$ cat src/sv/hed_pkg.sv
package hed_pkg;

    typedef enum logic [1:0] {
        ST_IDLE,
        ST_FEED,
        ST_UTF,
        ST_FLUSH
    } t_state;

    typedef enum logic [2:0] {
        NM_AMP,
        NM_LT,
        NM_GT,
        NM_QUOT,
        NM_APOS
    } t_name;

    localparam int NAME_NUM = 5;

    localparam logic [7:0] CH_AMP  = 8'h26;
    localparam logic [7:0] CH_SEMI = 8'h3B;
    localparam logic [7:0] CH_HASH = 8'h23;
    localparam logic [7:0] CH_LT   = 8'h3C;
    localparam logic [7:0] CH_GT   = 8'h3E;
    localparam logic [7:0] CH_QUOT = 8'h22;
    localparam logic [7:0] CH_APOS = 8'h27;

    // Result of a reference closed by a semicolon at the current window position
    typedef struct packed {
        logic       named_ok;
        logic [7:0] named_byte;
        logic       num_ok;
        logic [2:0] utf_len;
    } t_verdict;

    function automatic logic [2:0] name_len(input t_name nm);
        logic [2:0] len;
        unique case (nm) inside
            NM_AMP:             len = 3'd3;
            NM_LT, NM_GT:       len = 3'd2;
            NM_QUOT, NM_APOS:   len = 3'd4;
            default:            len = 3'd0;
        endcase
        return len;
    endfunction

    function automatic logic [7:0] name_out(input t_name nm);
        logic [7:0] ch;
        unique case (nm)
            NM_AMP:  ch = CH_AMP;
            NM_LT:   ch = CH_LT;
            NM_GT:   ch = CH_GT;
            NM_QUOT: ch = CH_QUOT;
            NM_APOS: ch = CH_APOS;
            default: ch = 8'h00;
        endcase
        return ch;
    endfunction

    // Lower-case spelling of each entity name, one letter per index
    function automatic logic [7:0] name_char(input t_name nm, input logic [1:0] idx);
        logic [7:0] ch;
        ch = 8'h00;
        unique case (nm)
            NM_AMP: begin
                case (idx)
                    2'd0:    ch = 8'h61;
                    2'd1:    ch = 8'h6D;
                    default: ch = 8'h70;
                endcase
            end
            NM_LT:   ch = (idx == 2'd0) ? 8'h6C : 8'h74;
            NM_GT:   ch = (idx == 2'd0) ? 8'h67 : 8'h74;
            NM_QUOT: begin
                case (idx)
                    2'd0:    ch = 8'h71;
                    2'd1:    ch = 8'h75;
                    2'd2:    ch = 8'h6F;
                    default: ch = 8'h74;
                endcase
            end
            NM_APOS: begin
                case (idx)
                    2'd0:    ch = 8'h61;
                    2'd1:    ch = 8'h70;
                    2'd2:    ch = 8'h6F;
                    default: ch = 8'h73;
                endcase
            end
            default: ch = 8'h00;
        endcase
        return ch;
    endfunction

    // Byte idx of the UTF-8 form of cp, len bytes long (4 for everything from 0x10000 up)
    function automatic logic [7:0] utf8_byte(input logic [31:0] cp, input logic [2:0] len,
                                             input logic [1:0] idx);
        logic [7:0] b;
        logic [1:0] tail;
        tail = len[1:0] - 2'd1 - idx;
        if (idx == 2'd0) begin
            case (len)
                3'd1:    b = cp[7:0];
                3'd2:    b = 8'hC0 | {3'b000, cp[10:6]};
                3'd3:    b = 8'hE0 | {4'b0000, cp[15:12]};
                default: b = 8'hF0 | cp[25:18];
            endcase
        end else begin
            case (tail)
                2'd0:    b = {2'b10, cp[5:0]};
                2'd1:    b = {2'b10, cp[11:6]};
                default: b = {2'b10, cp[17:12]};
            endcase
        end
        return b;
    endfunction

endpackage

$ cat src/sv/hed_ref_parse.sv
module hed_ref_parse #(
    parameter int POS_W = 4
) (
    input  logic                i_clk,
    input  logic                i_rst_n,
    input  logic                i_open,
    input  logic                i_append,
    input  logic [7:0]          i_byte,
    input  logic [POS_W-1:0]    i_pos,
    output hed_pkg::t_verdict   o_verdict,
    output logic [31:0]         o_cp
);

    logic [hed_pkg::NAME_NUM-1:0] r_match;
    logic                         r_num;
    logic                         r_hex;
    logic                         r_any;
    logic                         r_bad;
    logic [31:0]                  r_cp;

    logic [7:0]  folded;
    logic [4:0]  digit;
    logic [1:0]  name_idx;

    function automatic logic [4:0] dig_val(input logic [7:0] c, input logic hex);
        logic [4:0] d;
        if (c >= 8'h30 && c <= 8'h39) begin
            d = {1'b1, 4'(c - 8'h30)};
        end else if (hex && c >= 8'h61 && c <= 8'h66) begin
            d = {1'b1, 4'(c - 8'h57)};
        end else if (hex && c >= 8'h41 && c <= 8'h46) begin
            d = {1'b1, 4'(c - 8'h37)};
        end else begin
            d = 5'd0;
        end
        return d;
    endfunction

    assign folded   = (i_byte >= 8'h41 && i_byte <= 8'h5A) ? (i_byte + 8'd32) : i_byte;
    assign digit    = dig_val(i_byte, r_hex);
    assign name_idx = 2'(i_pos - POS_W'(1));
    assign o_cp     = r_cp;

    always_ff @(posedge i_clk) begin
        if (!i_rst_n) begin
            r_match <= '0;
            r_num   <= 1'b0;
            r_hex   <= 1'b0;
            r_any   <= 1'b0;
            r_bad   <= 1'b0;
            r_cp    <= '0;
        end else if (i_open) begin
            r_match <= '1;
            r_num   <= 1'b0;
            r_hex   <= 1'b0;
            r_any   <= 1'b0;
            r_bad   <= 1'b0;
            r_cp    <= '0;
        end else if (i_append && i_byte != hed_pkg::CH_SEMI) begin
            for (int n = 0; n < hed_pkg::NAME_NUM; n++) begin
                if (i_pos <= POS_W'(hed_pkg::name_len(hed_pkg::t_name'(n)))) begin
                    r_match[n] <= r_match[n] &&
                        (folded == hed_pkg::name_char(hed_pkg::t_name'(n), name_idx));
                end else begin
                    r_match[n] <= 1'b0;
                end
            end
            if (i_pos == POS_W'(1)) begin
                r_num <= (i_byte == hed_pkg::CH_HASH);
            end else if (r_num) begin
                if (i_pos == POS_W'(2) && (i_byte == 8'h78 || i_byte == 8'h58)) begin
                    r_hex <= 1'b1;
                end else if (digit[4]) begin
                    // accumulate modulo 2^32: x16 is a shift, x10 is x8 + x2
                    r_cp  <= r_hex ? {r_cp[27:0], digit[3:0]}
                                   : ({r_cp[28:0], 3'b000} + {r_cp[30:0], 1'b0}
                                      + {28'd0, digit[3:0]});
                    r_any <= 1'b1;
                end else begin
                    r_bad <= 1'b1;
                end
            end
        end
    end

    always_comb begin
        o_verdict = '0;
        for (int n = 0; n < hed_pkg::NAME_NUM; n++) begin
            if (r_match[n] && i_pos == POS_W'(hed_pkg::name_len(hed_pkg::t_name'(n))) + POS_W'(1))
            begin
                o_verdict.named_ok   = 1'b1;
                o_verdict.named_byte = hed_pkg::name_out(hed_pkg::t_name'(n));
            end
        end
        o_verdict.num_ok = r_num && r_any && !r_bad && (r_cp != '0);
        if (r_cp < 32'h80) begin
            o_verdict.utf_len = 3'd1;
        end else if (r_cp < 32'h800) begin
            o_verdict.utf_len = 3'd2;
        end else if (r_cp < 32'h10000) begin
            o_verdict.utf_len = 3'd3;
        end else begin
            o_verdict.utf_len = 3'd4;
        end
    end

endmodule

$ cat src/sv/html_entity_decoder.sv
// Streaming HTML character-reference decoder. Bytes of one field come in on the slave side,
// tlast on the final byte; decoded bytes leave on the master side, tlast on the final decoded
// byte of the field. Named entities amp, lt, gt, quot and apos (any case) and decimal or hex
// numeric references become one byte or UTF-8 of up to four bytes; a reference whose semicolon
// is missing within REF_WINDOW bytes of the ampersand, or which does not parse, passes its
// ampersand through and its held bytes are scanned again; bytes still held at the end of a
// field leave as they stand. A plain-text input word is accepted in ST_IDLE and then passes
// one feed step through the held-byte buffer; the bytes of a numeric reference leave from
// ST_UTF, held bytes after a failed reference are fed again and bytes held at the end of a
// field leave from ST_FLUSH. A new word is taken only in ST_IDLE, and no step moves while
// the one-word output register is full and untaken; the held-byte buffer has one read port.
module html_entity_decoder #(
    parameter int REF_WINDOW = 12
) (
    input  logic       i_clk,
    input  logic       i_rst_n,
    input  logic       i_s_tvalid,
    output logic       o_s_tready,
    input  logic [7:0] i_s_tdata,   // [7:0] in_byte
    input  logic       i_s_tlast,   // in_last
    output logic       o_m_tvalid,
    input  logic       i_m_tready,
    output logic [7:0] o_m_tdata,   // [7:0] out_byte
    output logic       o_m_tlast    // out_last
);

    localparam int WIN_DEPTH = REF_WINDOW + 1;
    localparam int AW        = $clog2(WIN_DEPTH);
    localparam int CW        = $clog2(WIN_DEPTH + 1);
    localparam int DEPTH     = 1 << AW;

    hed_pkg::t_state r_state, n_state;

    logic [7:0]    r_buf [DEPTH];
    logic [AW-1:0] r_head, n_head;
    logic [CW-1:0] r_cnt, n_cnt;
    logic [CW-1:0] r_q, n_q;
    logic          r_last, n_last;
    logic [2:0]    r_len, n_len;
    logic [1:0]    r_idx, n_idx;
    logic          r_out_valid, n_out_valid;
    logic [7:0]    r_out_byte, n_out_byte;
    logic          r_out_last, n_out_last;

    logic              accept;
    logic              slot_free;
    logic [AW-1:0]     rd_addr;
    logic [7:0]        fb;
    logic [CW-1:0]     cnt_inc;
    logic [AW-1:0]     head_skip;
    logic              utf_done;
    logic              p_open;
    logic              p_append;
    logic              num_hit;
    logic              emit;
    logic [7:0]        emit_byte;
    logic              emit_last;
    hed_pkg::t_verdict verdict;
    logic [31:0]       cp;

    assign o_s_tready = (r_state == hed_pkg::ST_IDLE);
    assign accept     = i_s_tvalid && o_s_tready;
    assign slot_free  = !r_out_valid || i_m_tready;
    assign rd_addr    = (r_state == hed_pkg::ST_FLUSH) ? r_head : (r_head + r_cnt[AW-1:0]);
    assign fb         = r_buf[rd_addr];
    assign cnt_inc    = r_cnt + CW'(1);
    assign head_skip  = r_head + cnt_inc[AW-1:0];
    assign utf_done   = (({1'b0, r_idx} + 3'd1) == r_len);

    assign o_m_tvalid = r_out_valid;
    assign o_m_tdata  = r_out_byte;
    assign o_m_tlast  = r_out_last;

    hed_ref_parse #(
        .POS_W (CW)
    ) u_parse (
        .i_clk     (i_clk),
        .i_rst_n   (i_rst_n),
        .i_open    (p_open),
        .i_append  (p_append),
        .i_byte    (fb),
        .i_pos     (r_cnt),
        .o_verdict (verdict),
        .o_cp      (cp)
    );

    // Sequencer actions and register updates
    always_comb begin
        n_head    = r_head;
        n_cnt     = r_cnt;
        n_q       = r_q;
        n_last    = r_last;
        n_len     = r_len;
        n_idx     = r_idx;
        p_open    = 1'b0;
        p_append  = 1'b0;
        num_hit   = 1'b0;
        emit      = 1'b0;
        emit_byte = fb;
        emit_last = 1'b0;
        unique case (r_state)
            hed_pkg::ST_IDLE: begin
                if (accept) begin
                    n_q    = CW'(1);
                    n_last = i_s_tlast;
                end
            end
            hed_pkg::ST_FEED: begin
                if (slot_free) begin
                    n_q = r_q - CW'(1);
                    if (r_cnt == '0) begin
                        if (fb == hed_pkg::CH_AMP) begin
                            p_open = 1'b1;
                            n_cnt  = CW'(1);
                        end else begin
                            emit      = 1'b1;
                            emit_last = r_last && (r_q == CW'(1));
                            n_head    = r_head + AW'(1);
                        end
                    end else begin
                        p_append = 1'b1;
                        if (fb == hed_pkg::CH_SEMI && verdict.named_ok) begin
                            emit      = 1'b1;
                            emit_byte = verdict.named_byte;
                            emit_last = r_last && (r_q == CW'(1));
                            n_head    = head_skip;
                            n_cnt     = '0;
                        end else if (fb == hed_pkg::CH_SEMI && verdict.num_ok) begin
                            num_hit = 1'b1;
                            n_head  = head_skip;
                            n_cnt   = '0;
                            n_len   = verdict.utf_len;
                            n_idx   = '0;
                        end else if (fb == hed_pkg::CH_SEMI || cnt_inc == CW'(WIN_DEPTH)) begin
                            // pass the ampersand, requeue the held bytes after it
                            emit      = 1'b1;
                            emit_byte = hed_pkg::CH_AMP;
                            n_head    = r_head + AW'(1);
                            n_q       = r_q - CW'(1) + r_cnt;
                            n_cnt     = '0;
                        end else begin
                            n_cnt = cnt_inc;
                        end
                    end
                end
            end
            hed_pkg::ST_UTF: begin
                if (slot_free) begin
                    emit      = 1'b1;
                    emit_byte = hed_pkg::utf8_byte(cp, r_len, r_idx);
                    emit_last = r_last && (r_q == '0) && utf_done;
                    n_idx     = r_idx + 2'd1;
                end
            end
            hed_pkg::ST_FLUSH: begin
                if (slot_free) begin
                    emit      = 1'b1;
                    emit_last = (r_cnt == CW'(1));
                    n_head    = r_head + AW'(1);
                    n_cnt     = r_cnt - CW'(1);
                end
            end
            default: begin
                n_q = r_q;
            end
        endcase

        if (emit) begin
            n_out_valid = 1'b1;
            n_out_byte  = emit_byte;
            n_out_last  = emit_last;
        end else begin
            n_out_valid = r_out_valid && !i_m_tready;
            n_out_byte  = r_out_byte;
            n_out_last  = r_out_last;
        end
    end

    // Next state
    always_comb begin
        n_state = r_state;
        unique case (r_state)
            hed_pkg::ST_IDLE: begin
                if (accept) begin
                    n_state = hed_pkg::ST_FEED;
                end
            end
            hed_pkg::ST_FEED: begin
                if (slot_free) begin
                    if (num_hit) begin
                        n_state = hed_pkg::ST_UTF;
                    end else if (n_q != '0) begin
                        n_state = hed_pkg::ST_FEED;
                    end else if (r_last && n_cnt != '0) begin
                        n_state = hed_pkg::ST_FLUSH;
                    end else begin
                        n_state = hed_pkg::ST_IDLE;
                    end
                end
            end
            hed_pkg::ST_UTF: begin
                if (slot_free && utf_done) begin
                    n_state = (r_q != '0) ? hed_pkg::ST_FEED : hed_pkg::ST_IDLE;
                end
            end
            hed_pkg::ST_FLUSH: begin
                if (slot_free && r_cnt == CW'(1)) begin
                    n_state = hed_pkg::ST_IDLE;
                end
            end
            default: begin
                n_state = hed_pkg::ST_IDLE;
            end
        endcase
    end

    always_ff @(posedge i_clk) begin
        if (accept) begin
            r_buf[rd_addr] <= i_s_tdata;
        end
    end

    always_ff @(posedge i_clk) begin
        if (!i_rst_n) begin
            r_state     <= hed_pkg::ST_IDLE;
            r_head      <= '0;
            r_cnt       <= '0;
            r_q         <= '0;
            r_last      <= 1'b0;
            r_len       <= 3'd1;
            r_idx       <= '0;
            r_out_valid <= 1'b0;
        end else begin
            r_state     <= n_state;
            r_head      <= n_head;
            r_cnt       <= n_cnt;
            r_q         <= n_q;
            r_last      <= n_last;
            r_len       <= n_len;
            r_idx       <= n_idx;
            r_out_valid <= n_out_valid;
        end
    end

    always_ff @(posedge i_clk) begin
        r_out_byte <= n_out_byte;
        r_out_last <= n_out_last;
    end

endmodule

$ cat config.mk
export PLATFORM = sky130hd
export DESIGN_NAME = html_entity_decoder
export DESIGN_NICKNAME = d
export VERILOG_FILES = /design/src/sv/hed_pkg.sv /design/src/sv/hed_ref_parse.sv /design/src/sv/html_entity_decoder.sv
export SDC_FILE = /design/constraint.sdc
export NUM_CORES = 1
export LEC_CHECK = 0
export BUFFER_PORTS_ARGS = -buffer_cell sky130_fd_sc_hd__buf_2
export CELL_PAD_IN_SITES_DETAIL_PLACEMENT = 1
export CELL_PAD_IN_SITES_GLOBAL_PLACEMENT = 1
export CORE_MARGIN = 2
export CORE_UTILIZATION = 51
export DETAILED_ROUTE_END_ITERATION = 10
export PLACE_DENSITY = 0.8
export SLEW_MARGIN = 20
export SYNTH_ARGS = -nofsm -noshare
export SYNTH_HDL_FRONTEND = slang
export SYNTH_SLANG_ARGS = --single-unit
$ cat constraint.sdc
create_clock -name i_clk -period 8.1 [get_ports i_clk]
set_input_delay 2.025 -clock i_clk [delete_from_list [all_inputs] [get_ports i_clk]]
set_output_delay 2.025 -clock i_clk [all_outputs]
set_load 0.05 [all_outputs]
==> qor.yml <==
dp_cells: 1557
power.density_mw_per_mm2: 178
required_ps: 8480
cp.depth: 29
avgViaCountPerCell: 6.35
cts_buffers: 17
avgSynthCellArea_um2: 10.2
grt_max_degree: 60
synth_area_leaders: "edfxtp_1 33%, dfxtp_1 9.8%, ha_1 9.2%"
drt_wl_total_um: 37200
drt-pass1-iter-count: 5
netlist_area_mm2: 0.0126
synth_edf_count: 137
status: "complete, no violations"
fin_skew_ps: 24.5
crit_buf_inv: 2
ys_ff_latch: 199
ys.flop_type: "edfxtp_1"
htreeDepth: 4
peakVddDrop_v: 0.000170
crit_end: "u_parse.o_cp[31]"
crit_type: "register to register"
start_kind: "register"
synth_cells: 1237
r2r-start: "r_head[0]"
synthesis.nets: 1348
wl_per_cell_um: 23.4
stdcell_count: 1591
clockBufferDepth: 2
cts.sinks: 199
p_comb_frac: 0.172
critPathTopFamily: "compound AO/OA/AOI/OAI gates"
pwr-share-seq: 0.452
num-fill-cells: 2655
die_area_mm2: 0.0261
cap_violations: 0
ys_types: 94
cts_root_buffer: "clkbuf_16"
ys_seq_area_frac: 0.423
layout_min_cycle_time_ps: 7620
maxSlewHeadroom: 0.226
gp_congestion: 0.906
critPathMaxStageDelay_ps: 510
hold_viol_final: 0
switching_power_mw: 0.766
postRouteAntennaNets: 0
num_rows: 57
critPathSlowestCell: "fa_1"
antenna_found_initial: 0
path_max_fanout: 21
arrival_ps: 7990
cts_tree: "built"
swShare: 0.309
p_clk_frac: 0.376
drive_gt1_frac: 0.117
cts.clk_slew.worst_paths_ps: 90
rr_worst_depth: 29
portBuffers: 23
core_area_mm2: 0.0243
start_util: 0.520
grt-ovfl-total: 0
grt_pass1_wl_um: 58800
tns_ps: 0
clk_latency_ps: 470
fmax_ghz: 0.131
period_share: 0.940
grt_pass1_vias: 10400
min_path_type: "register to register"
die_x_um: 161
async_flop_share: 0
synth_top_area_share: 0.325
nets: 1365
end_kind: "register"
hold_buffers: 0
first_iter_violations: 678
drc: 0
cellLeakagePower_nw: 5.50
grt_usage: 0.291
ios: 24
yosysWarnings: 0
drv_slew: 0
num_vias: 10100
intPower_mw: 1.71
antennaDiodeCount: 0
setup_viol: 0
finalPower_mw: 2.48
area_delta_synth_final_pct: 9.99
reg2reg_to: "u_parse.o_cp[31]"
rrSetupSlack_ps: 480
hpwl_um: 26400
die_y_um: 161
synth_largest_area_cell: "edfxtp_1"
tightest_slew_ps: 1150
cp-startpoint: "r_head[0]"
-- synth_stat cells (5+ instances only) --
cell type	n
and2_1	12
edfxtp_1	137
a21o_1	26
nor3_1	37
fa_1	5
o221ai_1	6
a211oi_1	29
o211ai_1	23
nor4_1	9
mux4_2	18
inv_1	40
o21bai_1	5
o22ai_1	5
a21oi_1	94
a31oi_1	10
o211a_1	7
and3_1	10
nand3_1	33
nor2_1	111
buf_2	15
dfxtp_1	62
buf_1	5
mux2_2	6
nor2b_1	16
nand4_1	6
clkbuf_1	32
ha_1	93
nand2b_1	22
mux2i_1	57
or3_1	9
nand2_1	74
xnor2_1	26
o21ai_0	62
o21a_1	8
xor2_1	23
-- power by group through the flow --
stage | sequential (mW) | clock [mW] | combinational, mW
after global routing | 1.12 | 0.976 | 0.467
after global placement | 1.14 | 0 | 0.406
after CTS | 1.12 | 0.945 | 0.420
final | 1.12 | 0.933 | 0.427
after floorplan | 1.16 | 0 | 0.277
after detailed placement | 1.14 | 0 | 0.415
-- logic make-up after synthesis --
logic type | Yosys count | share of synthesized area
adders and majority gates | 98 | 0.0999
muxes | 83 | 0.0845
AOI/OAI and AO/OA | 340 | 0.179
buffers and inverters | 96 | 0.0321
DFF | 199 | 0.423
and+or+nand+nor | 371 | 0.146
xor gates and xnor gates | 50 | 0.0352
-- worst min path at each step --
stage / from / to / slack, ps / cells after the start
4_1_cts: u_parse.r_match[1] / u_parse.r_match[1] / 490 / 2
3_5_place_dp: u_parse.r_any / u_parse.r_any / 480 / 2
3_3_place_gp: u_parse.r_any / u_parse.r_any / 450 / 2
2_1_floorplan: u_parse.r_bad / u_parse.r_bad / 440 / 2
6_report: u_parse.r_match[1] / u_parse.r_match[1] / 500 / 2
5_1_grt: u_parse.r_any / u_parse.r_any / 510 / 2
-- per-layer routing --
metal,part of all wire,track usage
met5,0,0
met4,0.023,0.0950
met3,0.047,0.0488
met2,0.49,0.496
met1,0.45,0.379
-- registers in the layout, indices dropped and copies added (netlist names) --
signal           flops
r_buf              128
u_parse.o_cp        32
o_m_tdata            8
u_parse.r_match      5
r_cnt                4
r_head               4
r_q                  4
r_len                3
r_idx                2
r_state              2
o_m_tlast            1
o_m_tvalid           1
r_last               1
u_parse.r_any        1
u_parse.r_bad        1
u_parse.r_hex        1
u_parse.r_num        1
-- placed cells by master, fill, tap and decap left out, drive strengths merged, types with 7 or more instances in the layout --
master,Yosys,routed
a211oi,31,31
a21o,26,26
a21oi,95,95
a31oi,10,10
and2,14,14
and3,10,10
buf,23,53
clkbuf,32,17
clkinv,1,8
dfxtp,62,62
edfxtp,137,137
ha,93,93
inv,40,47
mux2,7,7
mux2i,58,58
mux4,18,18
nand2,75,75
nand2b,22,22
nand3,33,33
nand4,7,7
nor2,112,112
nor2b,17,17
nor3,37,37
nor4,10,10
o211a,7,7
o211ai,23,23
o21a,8,8
o21ai,66,66
or3,9,9
xnor2,27,27
xor2,23,23
-- final cells by class --
cell class | instances | area (µm²) | area share
clock inverter | 15 | 218 | 0.0156
timing repair buffer | 53 | 344 | 0.0247
clock buffer | 17 | 425 | 0.0306
multi-input combinational | 942 | 7010 | 0.504
inverter | 41 | 154 | 0.0111
sequential | 199 | 5360 | 0.385
tap | 324 | 405 | 0.0291
-- through the flow --
stage / hold WS (ps) / util / setup WS [ps] / cell area (µm²)
3_3_place_gp: 452 / 0.542 / 453 / 13200
2_1_floorplan: 437 / - / 841 / 12600
5_1_grt: 506 / 0.572 / -34.9 / 13900
3_5_place_dp: 476 / 0.542 / 146 / 13200
6_report: 495 / 0.572 / 483 / 13900
4_1_cts: 490 / 0.569 / 83.5 / 13800
-- timing repair --
item | in CTS | in global routing
endpoints found under the setup margin | 0 | 17
buffers inserted | 0 | 2
gates resized for setup | 0 | 12
-- worst min-delay path: cells and delay by family, from the launching register on --
family          cells  cell delay, ps
flops               1             330
simple gates        1              70
compound gates      1              60
Note: power is estimated with default switching activity, not from simulation.
